### config.mk
export PLATFORM = sky130hd
export DESIGN_NAME = pd_distance_move_with_stall_detect_unit_flat
export DESIGN_NICKNAME = d
export VERILOG_FILES = /design/src/sv/pdm_pkg.sv /design/src/sv/pdm_in_if.sv /design/src/sv/pdm_out_if.sv /design/src/sv/pdm_error_stage.sv /design/src/sv/pdm_power_stage.sv /design/src/sv/pd_distance_move_with_stall_detect_unit.sv /design/src/flat_wrapper.sv
export SDC_FILE = /design/constraint.sdc
export NUM_CORES = 2
export LEC_CHECK = 0
export BUFFER_PORTS_ARGS = -buffer_cell sky130_fd_sc_hd__buf_2
export CORE_MARGIN = 4
export CORE_UTILIZATION = 45
export DETAILED_ROUTE_END_ITERATION = 8
export PLACE_DENSITY = 0.73
export REMOVE_ABC_BUFFERS = 1
export SLEW_MARGIN = 20
export SYNTH_ARGS = -nofsm -noshare
export SYNTH_HDL_FRONTEND = slang
export SYNTH_HIERARCHICAL = 1
export SYNTH_SLANG_ARGS = --single-unit
### constraint.sdc
create_clock -name i_clk -period 7 [get_ports i_clk]
set_input_delay 0.35 -clock i_clk [delete_from_list [all_inputs] [get_ports i_clk]]
set_output_delay 0.35 -clock i_clk [all_outputs]
set_load 0.01 [all_outputs]
### src/sv/pdm_pkg.sv
package pdm_pkg;

    // Field and state widths
    localparam int POS_W  = 21;
    localparam int DIST_W = 19;
    localparam int MAXP_W = 15;
    localparam int GAIN_W = 16;
    localparam int TOL_W  = 16;
    localparam int PWR_W  = 16;
    localparam int ERR_W  = 23;

    // Configuration port
    localparam int CFG_IDX_W  = 3;
    localparam int CFG_DATA_W = DIST_W;

    // Register reset values
    localparam logic [DIST_W-1:0] RST_MOVE_DISTANCE = '0;
    localparam logic [MAXP_W-1:0] RST_MAX_POWER     = 15'd16384;
    localparam logic [GAIN_W-1:0] RST_P_GAIN        = 16'd2949;
    localparam logic [GAIN_W-1:0] RST_D_GAIN        = 16'd2621;
    localparam logic [TOL_W-1:0]  RST_DONE_TOL      = 16'd512;
    localparam logic [TOL_W-1:0]  RST_STALL_STEP    = 16'd512;

    typedef enum logic {
        CMD_START = 1'b0,
        CMD_TICK  = 1'b1
    } t_cmd;

    typedef enum logic [CFG_IDX_W-1:0] {
        REG_MOVE_DISTANCE  = 3'd0,
        REG_MAX_POWER      = 3'd1,
        REG_P_GAIN         = 3'd2,
        REG_D_GAIN         = 3'd3,
        REG_DONE_TOLERANCE = 3'd4,
        REG_STALL_STEP     = 3'd5
    } t_reg_idx;

    typedef struct packed {
        logic signed [DIST_W-1:0] move_distance;
        logic [MAXP_W-1:0]        max_power;
        logic [GAIN_W-1:0]        p_gain;
        logic [GAIN_W-1:0]        d_gain;
        logic [TOL_W-1:0]         done_tolerance;
        logic [TOL_W-1:0]         stall_step;
    } t_cfg;

    // Error stage to power stage: errors plus which results the beat makes
    typedef struct packed {
        logic signed [ERR_W-1:0] err;
        logic signed [ERR_W-1:0] derr;
        logic                    pwr;    // first result carries computed power
        logic                    fin;    // a done result follows (or is the only one)
        logic                    stall;
    } t_law_beat;

endpackage

### src/sv/pdm_in_if.sv
interface pdm_in_if;
    import pdm_pkg::*;

    logic                    valid;
    logic                    ready;
    logic [0:0]              command;
    logic signed [POS_W-1:0] left_position;
    logic signed [POS_W-1:0] right_position;

    modport source (output valid, command, left_position, right_position, input ready);
    modport sink   (input valid, command, left_position, right_position, output ready);

endinterface

### src/sv/pdm_out_if.sv
interface pdm_out_if;
    import pdm_pkg::*;

    logic                    valid;
    logic                    ready;
    logic signed [PWR_W-1:0] drive_power;
    logic [0:0]              move_done;
    logic [0:0]              stalled;

    modport source (output valid, drive_power, move_done, stalled, input ready);
    modport sink   (input valid, drive_power, move_done, stalled, output ready);

endinterface

### src/sv/pdm_error_stage.sv
module pdm_error_stage
    import pdm_pkg::*;
(
    input  logic      i_clk,
    input  logic      i_rst_n,
    input  t_cfg      i_cfg,
    pdm_in_if.sink    i_in,
    output logic      o_valid,
    output t_law_beat o_beat,
    input  logic      i_take
);

    // Input register: command and averaged position
    logic                    r_v0;
    logic [0:0]              r_cmd0;
    logic signed [POS_W-1:0] r_avg0;
    logic signed [POS_W:0]   pos_sum;

    // Move state; last_avg stands for target - previous_error
    logic                    r_moving;
    logic signed [ERR_W-1:0] r_target;
    logic signed [POS_W-1:0] r_last_avg;
    logic                    n_moving;
    logic signed [ERR_W-1:0] n_target;
    logic signed [POS_W-1:0] n_last_avg;

    // Result register toward the power stage
    logic      r_v1;
    t_law_beat r_beat;
    logic      n_v1;
    t_law_beat n_beat;

    logic free1;
    logic leave0;
    logic is_tick;

    logic signed [ERR_W-1:0] avg_x;
    logic signed [ERR_W-1:0] last_x;
    logic signed [ERR_W-1:0] dist_x;
    logic signed [ERR_W-1:0] tol_x;
    logic signed [ERR_W-1:0] err;
    logic signed [ERR_W-1:0] derr;
    logic [ERR_W-1:0]        err_abs;
    logic [ERR_W-1:0]        derr_abs;
    logic [DIST_W-1:0]       dist_abs;
    logic                    stall;
    logic                    done;
    logic                    short_move;

    assign free1    = !r_v1 || i_take;
    assign leave0   = r_v0 && free1;
    assign i_in.ready = !r_v0 || free1;
    assign is_tick  = (r_cmd0 == CMD_TICK);

    // Floor average of the two drive positions
    assign pos_sum = {i_in.left_position[POS_W-1], i_in.left_position}
                   + {i_in.right_position[POS_W-1], i_in.right_position};

    always_ff @(posedge i_clk) begin
        if (!i_rst_n) begin
            r_v0 <= 1'b0;
        end else if (i_in.ready) begin
            r_v0 <= i_in.valid;
        end
    end

    always_ff @(posedge i_clk) begin
        if (i_in.ready && i_in.valid) begin
            r_cmd0 <= i_in.command;
            r_avg0 <= pos_sum[POS_W:1];
        end
    end

    // Error, error change and the end-of-move tests
    always_comb begin
        avg_x    = {{(ERR_W-POS_W){r_avg0[POS_W-1]}}, r_avg0};
        last_x   = {{(ERR_W-POS_W){r_last_avg[POS_W-1]}}, r_last_avg};
        dist_x   = {{(ERR_W-DIST_W){i_cfg.move_distance[DIST_W-1]}}, i_cfg.move_distance};
        tol_x    = $signed({{(ERR_W-TOL_W){1'b0}}, i_cfg.done_tolerance});
        err      = r_target - avg_x;
        derr     = last_x - avg_x;
        err_abs  = err[ERR_W-1] ? ERR_W'(-err) : ERR_W'(err);
        derr_abs = derr[ERR_W-1] ? ERR_W'(-derr) : ERR_W'(derr);
        dist_abs = i_cfg.move_distance[DIST_W-1] ? DIST_W'(-i_cfg.move_distance)
                                                 : DIST_W'(i_cfg.move_distance);
        stall    = (derr_abs < {{(ERR_W-TOL_W){1'b0}}, i_cfg.stall_step})
                && ({err_abs, 1'b0} < {{(ERR_W+1-DIST_W){1'b0}}, dist_abs});
        done     = (dist_x == '0)
                || (!dist_x[ERR_W-1] && (err <= tol_x))
                || (dist_x[ERR_W-1] && (err >= -tol_x))
                || stall;
        short_move = ({{(DIST_W-TOL_W){1'b0}}, i_cfg.done_tolerance} >= dist_abs);
    end

    // State update and beat decode
    always_comb begin
        n_moving   = r_moving;
        n_target   = r_target;
        n_last_avg = r_last_avg;
        n_v1       = r_v1 && !i_take;
        n_beat     = r_beat;
        if (leave0) begin
            n_v1        = 1'b0;
            n_beat.err  = err;
            n_beat.derr = derr;
            if (!is_tick) begin
                n_target   = avg_x + dist_x;
                n_last_avg = r_avg0;
                n_moving   = !short_move;
                n_v1       = short_move;
                n_beat.pwr   = 1'b0;
                n_beat.fin   = 1'b1;
                n_beat.stall = 1'b0;
            end else if (r_moving) begin
                n_last_avg = r_avg0;
                n_moving   = !done;
                n_v1       = 1'b1;
                n_beat.pwr   = 1'b1;
                n_beat.fin   = done;
                n_beat.stall = stall;
            end
        end
    end

    always_ff @(posedge i_clk) begin
        if (!i_rst_n) begin
            r_moving   <= 1'b0;
            r_target   <= '0;
            r_last_avg <= '0;
            r_v1       <= 1'b0;
        end else begin
            r_moving   <= n_moving;
            r_target   <= n_target;
            r_last_avg <= n_last_avg;
            r_v1       <= n_v1;
        end
    end

    always_ff @(posedge i_clk) begin
        r_beat <= n_beat;
    end

    assign o_valid = r_v1;
    assign o_beat  = r_beat;

    // A beat without a power result is the lone stop of a short start
    a_lone_stop: assert property (@(posedge i_clk) disable iff (!i_rst_n)
        (r_v1 && !r_beat.pwr) |-> (r_beat.fin && !r_beat.stall))
        else $error("stop-only beat malformed");

    // A tick that ends the move leaves the block idle
    a_end_idle: assert property (@(posedge i_clk) disable iff (!i_rst_n)
        (leave0 && is_tick && r_moving && done) |=> !r_moving)
        else $error("move still active after final tick");

    // Stall only reported together with an end of move
    a_stall_fin: assert property (@(posedge i_clk) disable iff (!i_rst_n)
        (r_v1 && r_beat.stall) |-> r_beat.fin)
        else $error("stall without end of move");

endmodule

### src/sv/pdm_power_stage.sv
module pdm_power_stage
    import pdm_pkg::*;
#(
    parameter int POSITION_FRAC_BITS = 10
) (
    input  logic      i_clk,
    input  logic      i_rst_n,
    input  t_cfg      i_cfg,
    input  logic      i_valid,
    input  t_law_beat i_beat,
    output logic      o_take,
    pdm_out_if.source o_res
);

    localparam int SHIFT  = POSITION_FRAC_BITS + 2;
    localparam int PROD_W = GAIN_W + 1 + ERR_W;
    localparam int SUM_W  = PROD_W + 1;

    // Product stage
    logic                     r_v2;
    logic signed [PROD_W-1:0] r_prod_p;
    logic signed [PROD_W-1:0] r_prod_d;
    logic                     r_pwr2;
    logic                     r_fin2;
    logic                     r_stall2;

    // Output register with one pending stop result
    logic                    r_ov;
    logic signed [PWR_W-1:0] r_opwr;
    logic                    r_odone;
    logic                    r_ostall;
    logic                    r_pend;
    logic                    r_pstall;

    logic                    free_out;
    logic                    load;
    logic                    fire;
    logic signed [PROD_W-1:0] sh_p;
    logic signed [PROD_W-1:0] sh_d;
    logic signed [SUM_W-1:0]  sum;
    logic signed [SUM_W-1:0]  lim_x;
    logic signed [SUM_W-1:0]  clamped;

    assign fire     = r_ov && o_res.ready;
    assign free_out = !r_ov || (o_res.ready && !r_pend);
    assign load     = r_v2 && free_out;
    assign o_take   = !r_v2 || free_out;

    always_ff @(posedge i_clk) begin
        if (!i_rst_n) begin
            r_v2 <= 1'b0;
        end else if (o_take) begin
            r_v2 <= i_valid;
        end
    end

    // Gain products, one multiplier each
    always_ff @(posedge i_clk) begin
        if (o_take && i_valid) begin
            r_prod_p <= $signed({1'b0, i_cfg.p_gain}) * i_beat.err;
            r_prod_d <= $signed({1'b0, i_cfg.d_gain}) * i_beat.derr;
            r_pwr2   <= i_beat.pwr;
            r_fin2   <= i_beat.fin;
            r_stall2 <= i_beat.stall;
        end
    end

    // Floor shift, sum and clamp to the power limit
    always_comb begin
        sh_p  = r_prod_p >>> SHIFT;
        sh_d  = r_prod_d >>> SHIFT;
        sum   = {sh_p[PROD_W-1], sh_p} + {sh_d[PROD_W-1], sh_d};
        lim_x = $signed({{(SUM_W-MAXP_W){1'b0}}, i_cfg.max_power});
        if (sum > lim_x) begin
            clamped = lim_x;
        end else if (sum < -lim_x) begin
            clamped = -lim_x;
        end else begin
            clamped = sum;
        end
    end

    always_ff @(posedge i_clk) begin
        if (!i_rst_n) begin
            r_ov   <= 1'b0;
            r_pend <= 1'b0;
        end else if (load) begin
            r_ov   <= 1'b1;
            r_pend <= r_pwr2 && r_fin2;
        end else if (fire && r_pend) begin
            r_pend <= 1'b0;
        end else if (fire) begin
            r_ov <= 1'b0;
        end
    end

    always_ff @(posedge i_clk) begin
        if (load) begin
            if (r_pwr2) begin
                r_opwr   <= clamped[PWR_W-1:0];
                r_odone  <= 1'b0;
                r_ostall <= 1'b0;
            end else begin
                r_opwr   <= '0;
                r_odone  <= 1'b1;
                r_ostall <= r_stall2;
            end
            r_pstall <= r_stall2;
        end else if (fire && r_pend) begin
            r_opwr   <= '0;
            r_odone  <= 1'b1;
            r_ostall <= r_pstall;
        end
    end

    assign o_res.valid       = r_ov;
    assign o_res.drive_power = r_opwr;
    assign o_res.move_done   = r_odone;
    assign o_res.stalled     = r_ostall;

    // A pending stop result always sits behind a shown power beat
    a_pend_behind: assert property (@(posedge i_clk) disable iff (!i_rst_n)
        r_pend |-> (r_ov && !r_odone))
        else $error("pending stop without power beat");

    // The stop result follows its power beat directly
    a_stop_next: assert property (@(posedge i_clk) disable iff (!i_rst_n)
        (fire && r_pend) |=> (r_ov && r_odone && r_opwr == '0))
        else $error("stop result not next");

    // Stop results carry zero power
    a_stop_zero: assert property (@(posedge i_clk) disable iff (!i_rst_n)
        (r_ov && r_odone) |-> (r_opwr == '0))
        else $error("stop result with nonzero power");

endmodule

### src/sv/pd_distance_move_with_stall_detect_unit.sv
// Channel   Dir  Role    Payload
// i_in      in   sink    command, left_position, right_position
// o_out     out  source  drive_power, move_done, stalled
// cfg       in   write   i_cfg_wr_en, i_cfg_index, i_cfg_wdata
//
// A beat's first result passes through the input register, the error stage (state update),
// the product stage and the output register.
// One beat per cycle is accepted while the output is not stalled; a tick that ends a move
// holds the output register for its power and stop results, so that also limits the rate.
// Starts that begin a move and ticks while idle make no result and leave as bubbles.
// Synchronous active-low reset clears move state, configuration registers and all valid flags.
// A stalled output holds the pipeline from the output register back to i_in.ready.
module pd_distance_move_with_stall_detect_unit
    import pdm_pkg::*;
#(
    parameter int POSITION_FRAC_BITS = 10
) (
    input  logic                  i_clk,
    input  logic                  i_rst_n,
    input  logic                  i_cfg_wr_en,
    input  logic [CFG_IDX_W-1:0]  i_cfg_index,
    input  logic [CFG_DATA_W-1:0] i_cfg_wdata,
    pdm_in_if.sink                i_in,
    pdm_out_if.source             o_out
);

    t_cfg      r_cfg;
    logic      law_valid;
    t_law_beat law_beat;
    logic      law_take;

    // Configuration registers
    always_ff @(posedge i_clk) begin
        if (!i_rst_n) begin
            r_cfg.move_distance  <= RST_MOVE_DISTANCE;
            r_cfg.max_power      <= RST_MAX_POWER;
            r_cfg.p_gain         <= RST_P_GAIN;
            r_cfg.d_gain         <= RST_D_GAIN;
            r_cfg.done_tolerance <= RST_DONE_TOL;
            r_cfg.stall_step     <= RST_STALL_STEP;
        end else if (i_cfg_wr_en) begin
            case (i_cfg_index)
                REG_MOVE_DISTANCE:  r_cfg.move_distance  <= i_cfg_wdata[DIST_W-1:0];
                REG_MAX_POWER:      r_cfg.max_power      <= i_cfg_wdata[MAXP_W-1:0];
                REG_P_GAIN:         r_cfg.p_gain         <= i_cfg_wdata[GAIN_W-1:0];
                REG_D_GAIN:         r_cfg.d_gain         <= i_cfg_wdata[GAIN_W-1:0];
                REG_DONE_TOLERANCE: r_cfg.done_tolerance <= i_cfg_wdata[TOL_W-1:0];
                REG_STALL_STEP:     r_cfg.stall_step     <= i_cfg_wdata[TOL_W-1:0];
                default: ;
            endcase
        end
    end

    pdm_error_stage u_error (
        .i_clk   (i_clk),
        .i_rst_n (i_rst_n),
        .i_cfg   (r_cfg),
        .i_in    (i_in),
        .o_valid (law_valid),
        .o_beat  (law_beat),
        .i_take  (law_take)
    );

    pdm_power_stage #(
        .POSITION_FRAC_BITS (POSITION_FRAC_BITS)
    ) u_power (
        .i_clk   (i_clk),
        .i_rst_n (i_rst_n),
        .i_cfg   (r_cfg),
        .i_valid (law_valid),
        .i_beat  (law_beat),
        .o_take  (law_take),
        .o_res   (o_out)
    );

endmodule

### src/flat_wrapper.sv
// flat-port wrapper written by rule: the top's interface ports become plain ports
module pd_distance_move_with_stall_detect_unit_flat import pdm_pkg::*;
#(
    parameter int POSITION_FRAC_BITS = 10
)
  (i_clk, i_rst_n, i_cfg_wr_en, i_cfg_index, i_cfg_wdata, i_in_valid, i_in_command, i_in_left_position, i_in_right_position, i_in_ready, o_out_valid, o_out_drive_power, o_out_move_done, o_out_stalled, o_out_ready);
  pdm_in_if i_in_i ();
  pdm_out_if o_out_i ();
  input  logic i_clk;
  input  logic i_rst_n;
  input  logic i_cfg_wr_en;
  input  logic [CFG_IDX_W-1:0] i_cfg_index;
  input  logic [CFG_DATA_W-1:0] i_cfg_wdata;
  input wire logic [$bits(i_in_i.valid)-1:0] i_in_valid;
  input wire logic [$bits(i_in_i.command)-1:0] i_in_command;
  input wire logic [$bits(i_in_i.left_position)-1:0] i_in_left_position;
  input wire logic [$bits(i_in_i.right_position)-1:0] i_in_right_position;
  output wire logic [$bits(i_in_i.ready)-1:0] i_in_ready;
  output wire logic [$bits(o_out_i.valid)-1:0] o_out_valid;
  output wire logic [$bits(o_out_i.drive_power)-1:0] o_out_drive_power;
  output wire logic [$bits(o_out_i.move_done)-1:0] o_out_move_done;
  output wire logic [$bits(o_out_i.stalled)-1:0] o_out_stalled;
  input wire logic [$bits(o_out_i.ready)-1:0] o_out_ready;
  assign i_in_i.valid = i_in_valid;
  assign i_in_i.command = i_in_command;
  assign i_in_i.left_position = i_in_left_position;
  assign i_in_i.right_position = i_in_right_position;
  assign i_in_ready = i_in_i.ready;
  assign o_out_valid = o_out_i.valid;
  assign o_out_drive_power = o_out_i.drive_power;
  assign o_out_move_done = o_out_i.move_done;
  assign o_out_stalled = o_out_i.stalled;
  assign o_out_i.ready = o_out_ready;
  pd_distance_move_with_stall_detect_unit #(.POSITION_FRAC_BITS(POSITION_FRAC_BITS)) u_core (.i_clk(i_clk), .i_rst_n(i_rst_n), .i_cfg_wr_en(i_cfg_wr_en), .i_cfg_index(i_cfg_index), .i_cfg_wdata(i_cfg_wdata), .i_in(i_in_i), .o_out(o_out_i));
endmodule
After elaboration in Yosys (flattened, before gate mapping)
Cells that the tools add are included.
Storage, ports and cells
  ROM bits: 0
  latch bits: 0
  memories kept: 0
  output and inout port bits: 20
  register bits: 320
  RAM bits: 0
Operators by class
  div/mod/pow operators: 0
  $mul: 2
  $lt $le $gt $ge: 7
  $add $sub $neg: 10
  reductions and logical operators: 41
  shift operators: 0
  mux-type cells: 27
  equal/unequal tests: 7
  bitwise gates (word level): 1
Operator list (number)
  $mux W16: 5
  $mux W23: 2
  $mux W21: 2
  $lt A29 B41 Y1: 1
  $neg A15 Y41: 1
  $mul A17 B23 Y40: 1
  $mul A17 B22 Y39: 1
  $add A28 B28 Y29: 1
  $gt A29 B16 Y1: 1
  $lt A24 B19 Y1: 1
  $ge A23 B23 Y1: 1
  $le A23 B17 Y1: 1
  $logic_not A23 Y1: 1
  $lt A23 B16 Y1: 1
  $neg A16 Y23: 1
  $neg A22 Y23: 1
  $neg A23 Y23: 1
  $sub A23 B21 Y23: 1
  $add A21 B19 Y22: 1
  $add A21 B21 Y22: 1
  $sub A21 B21 Y22: 1
  $ge A16 B19 Y1: 1
  $mux W19: 1
  $neg A19 Y19: 1
  14 further kinds: 65

Logic depth before layout (Yosys ltp)
  word-level depth: 9
  mapped depth: 25
  depth with buffers taken out: 24

Cells and area by module
The synthesis kept the hierarchy.
Modules (own cells, without submodules)
  pdm_power_stage: area each 32399.8 sq um, instances 1, cells an instance 3557
  pdm_error_stage: area each 12255.5 sq um, instances 1, cells an instance 1462
  pd_distance_move_with_stall_detect_unit: area each 3714.8 sq um, instances 1, cells an instance 356

Worst setup path after synthesis
No wires, ideal clock.
  path type: flip-flop to flip-flop
  start point: register u_core.u_error.r_beat, in the netlist u_core/u_error/o_beat[6]
  end point: register u_core.u_power.r_prod_d[39] (data pin)
  buffers on the path: 1
  setup time: 0.266 ns
  data arrival time: 6.363 ns
  path slack: 0.371 ns
  clock period less this slack: 6.629 ns
  stages on the path, launching flop included: 23
  data required time: 6.734 ns
  cells stage by stage: edfxtp_1 > clkbuf_1 > and2_1 > fa_1 > inv_1 > fa_1 > inv_1 > fa_1 > fa_1 > fa_1 > inv_1 > fa_1 > inv_1 > ha_1 > a211oi_1 > o21bai_1 > a2111oi_0 > o21bai_1 > o31ai_1 > a31oi_1 > a221o_1 > o41ai_1 > xnor2_1
On the way
  cells in the longest elaborated chain, start to end: 1
RTL lines
  from (decl): line pdm_error_stage.sv:29  | t_law_beat r_beat;
  from (signal assigned): line pdm_error_stage.sv:140  | r_beat <= n_beat;
  $mul A17 B22 Y39: line pdm_power_stage.sv:61  | r_prod_d <= $signed({1'b0, i_cfg.d_gain}) * i_beat.derr;
  to (signal assigned): line pdm_power_stage.sv:61
  to (decl): line pdm_power_stage.sv:22  | logic signed [PROD_W-1:0] r_prod_d;
Every way passes these cells.
A chain may end at the register's enable or synchronous reset.

Final worst setup path
  start point: register u_core.u_error.r_beat, in the netlist u_core/u_error/o_beat[31]
  end point: register u_core.u_power.r_prod_p[19] (data pin)
On the way
  cells in the longest elaborated chain, start to end: 1
RTL lines
  $mul A17 B23 Y40: line pdm_power_stage.sv:60  | r_prod_p <= $signed({1'b0, i_cfg.p_gain}) * i_beat.err;
  to (signal assigned): line pdm_power_stage.sv:60
  to (decl): line pdm_power_stage.sv:21  | logic signed [PROD_W-1:0] r_prod_p;
Every way passes these cells.

==> qor.txt <==
Fillers: 9815
Worst Hold Class: primary input to register
setup TNS: 0 ns
Max Fanout on Critical Path: 14
ANT nets after route: 0
CTS max path bufs: 3
Least-Margin Pin Slew: 1.13 ns
Total GRT Usage: 23.8%
Initial Util: 45.2%
drt initial violations: 2957
Synth async-reset ratio: 0%
Congestion Overflow GR: 0
GPL Wtd Cong: 0.933
Critical Path Most Common Cell: fa_1
Final setup viols: 0
sequential share of the synthesized area: 15.3%
worst path arrival time: 7.07 ns
clk_skew: 0.0255 ns
Yosys cell types: 122
final-stage net count: 6703
Setup crit start kind: register
Achievable Freq: 0.149 GHz
routed wire length: 133 mm
Yosys Warn Count: 6
Register Area: 7390 um^2
Post-synth EDFFs: 148
vias in the first global route: 38.9k
reg-to-reg slack, setup: 0.27 ns
WL per Instance: 19.3 um
# clock sinks: 295
Syn Inst Count: 5375
metal2 WL: 59.5 mm
max-cap violation count: 0
clk_lat worst skew: 0.58 ns
crit path time final: 6.73 ns
CTS tree: done
multi-input logic area: 36300 um^2
DR DRC count: 0
Via Count: 37.7k
Yosys reg bits: 295
top_reg_cell synth: edfxtp_1
met1 WL: 55.9 mm
first-pass GRT wire length: 213 mm
layout cell share with drive strength beyond 1: 7.41%
Syn Std Cell Area: 48400 um^2
H-tree depth: 2
CTS Buf Count: 36
die area: 113000 um^2
Syn Area/Cell: 9.00 um^2
largest net degree at the start of global routing: 60
initial antenna violation count: 3
Placeable Area: 107000 um^2
status: finished, final reports clean
Worst Path Required: 7.34 ns
IO Pins: 90
die height: 336 um
WS Path Type: register to register
Buffers on Ports: 89
Worst slew margin: 24.8%
RSZ-0062 raised after global routing: false
met3 routed WL: 12.2 mm
num rows: 120
area growth from synthesis to layout: 7.95%
Largest stage delay, worst path: 0.61 ns
fin. max-slew vios: 0
highest routing layer actually used: met5
DR pass1 iterations: 6
endpoint type of the worst setup path: register
Horiz. Die Dim: 336 um
cell breakdown of the critical path: and2_1, fa_1, inv_1, fa_1, fa_1, fa_1, inv_1, fa_1, inv_1, fa_1, inv_1, ha_1, and3_1, a221o_1, and2_1, o311a_1, o21a_1, o21ai_0, a21boi_0, xor2_1, buf_4
Slowest-stage cell, CP: edfxtp_1
commonest cells after routing, fill and taps aside: 1018 x inv_1, 727 x fa_1, 720 x nand2_1
Clock Tree Root: clkbuf_16
Via density: 5.48
Post-DP HPWL: 110 mm
Clock Pin Slew Worst Setup and Hold Paths: 0.07 ns
Tcrit/Tclk final: 96.1%
most common cell after layout, fill and taps aside: inv_1
Final Hold Fails: 0
## metrics by stage
step	instance area (um^2)	utilization [%]	cells	hold slack, ns	setup WS, ns
6_report	52200	48.8	6887	0.0297	0.275
5_1_grt	52200	48.8	6885	0.0395	0.0196
4_1_cts	52000	48.7	6869	0.00736	0.0866
3_5_place_dp	50700	47.4	6802	0.424	0.0903
3_3_place_gp	50700	47.4	6802	0.421	0.181
2_1_floorplan	47400	-	5174	0.400	0.426
## worst max-delay path, delay by kind of cell (launching register included)
| family | cells | cell delay, ns |
|---|---|---|
| adder cells (fa/ha/maj) | 7 | 3.26 |
| AND/OR/NAND/NOR | 3 | 0.70 |
| buffers and inverters | 5 | 0.32 |
| flip-flops | 1 | 0.61 |
| AO/OA/AOI/OAI | 5 | 1.43 |
| XOR/XNOR | 1 | 0.16 |
## state kept, by name (all words and copies together), names as in the netlist, 16 cells and up
signal and flops:
u_core/u_power/r_prod_p 28, u_core/u_error/r_target 22, u_core/u_error/r_avg0 21, u_core/u_power/o_res.drive_power 16
u_core/u_power/r_prod_d 28, u_core/u_error/o_beat 48, u_core/u_error/r_last_avg 21, u_core/r_cfg 98
## area by class of cell
class	count	area share, %
multi-input combinational	3859	69.5
sequential	295	14.2
inverter	1020	7.33
tap	1403	3.36
timing repair buffer	242	3.07
clock buffer	40	1.79
clock inverter	26	0.762
antenna	2	0.00958
## cells in the mapped netlist, types with 12 or more instances
master / number / area, um^2
or3_1: 20 / 125
nand2b_1: 33 / 206
nor2b_1: 63 / 394
nand4_1: 54 / 338
o211ai_1: 14 / 105
o21bai_1: 14 / 105
mux2i_1: 106 / 1060
nor2_1: 164 / 616
edfxtp_1: 148 / 4440
a21o_1: 76 / 571
xor2_1: 72 / 631
nand3_1: 50 / 250
fa_1: 727 / 14600
dfxtp_1: 147 / 2940
clkbuf_1: 160 / 601
a21boi_0: 38 / 285
o221ai_1: 12 / 105
xnor2_1: 131 / 1150
and3_1: 36 / 225
nor3_1: 64 / 320
o21a_1: 45 / 338
ha_1: 452 / 5660
a31oi_1: 20 / 125
a21oi_1: 183 / 916
or2_2: 17 / 106
and2_1: 325 / 2030
nand2_1: 720 / 2700
inv_1: 1019 / 3820
o21ai_0: 113 / 566
nor4_1: 24 / 150
a211oi_1: 32 / 240
o31ai_1: 33 / 248
a211o_1: 13 / 114
## logic make-up after synthesis
group	share of synthesized area, %
AO/OA/AOI/OAI	10.1
XOR/XNOR	3.68
adder cells (fa/ha/maj)	41.8
buffers and inverters	9.85
flip-flops	15.3
multiplexers	2.29
AND/OR/NAND/NOR	17.0
## metal layers
metal  track usage [%]  vias up
met5                 0        -
met2              37.9     1454
li1                  -    17400
met3              5.64      282
met1              31.9    18600
met4              8.50        4
## timing repair
item / 4_1_cts / 5_1_grt
hold buffers: 1 / 0
resized for setup: 0 / 13
buffers inserted: 0 / 15
hold endpoints to repair: 1 / 0
setup endpoints to repair: 0 / 12
## path summary, 6_finish.rpt
path	startpoint	end	depth (start not counted)
worst max-delay path	u_core/u_error/o_beat[31]	u_core/u_power/r_prod_p[19]	21
worst min-delay path	i_cfg_wdata[17]	u_core/r_cfg[96]	3
worst max register to register	u_core/u_error/o_beat[31]	u_core/u_power/r_prod_p[19]	21
worst min register to register	u_core/u_error/o_beat[2]	u_core/u_power/r_pwr2	0
Power is left out: the tool's default activity adds up to more than one toggle a clock period on the data nets, which glitch-free logic cannot reach.
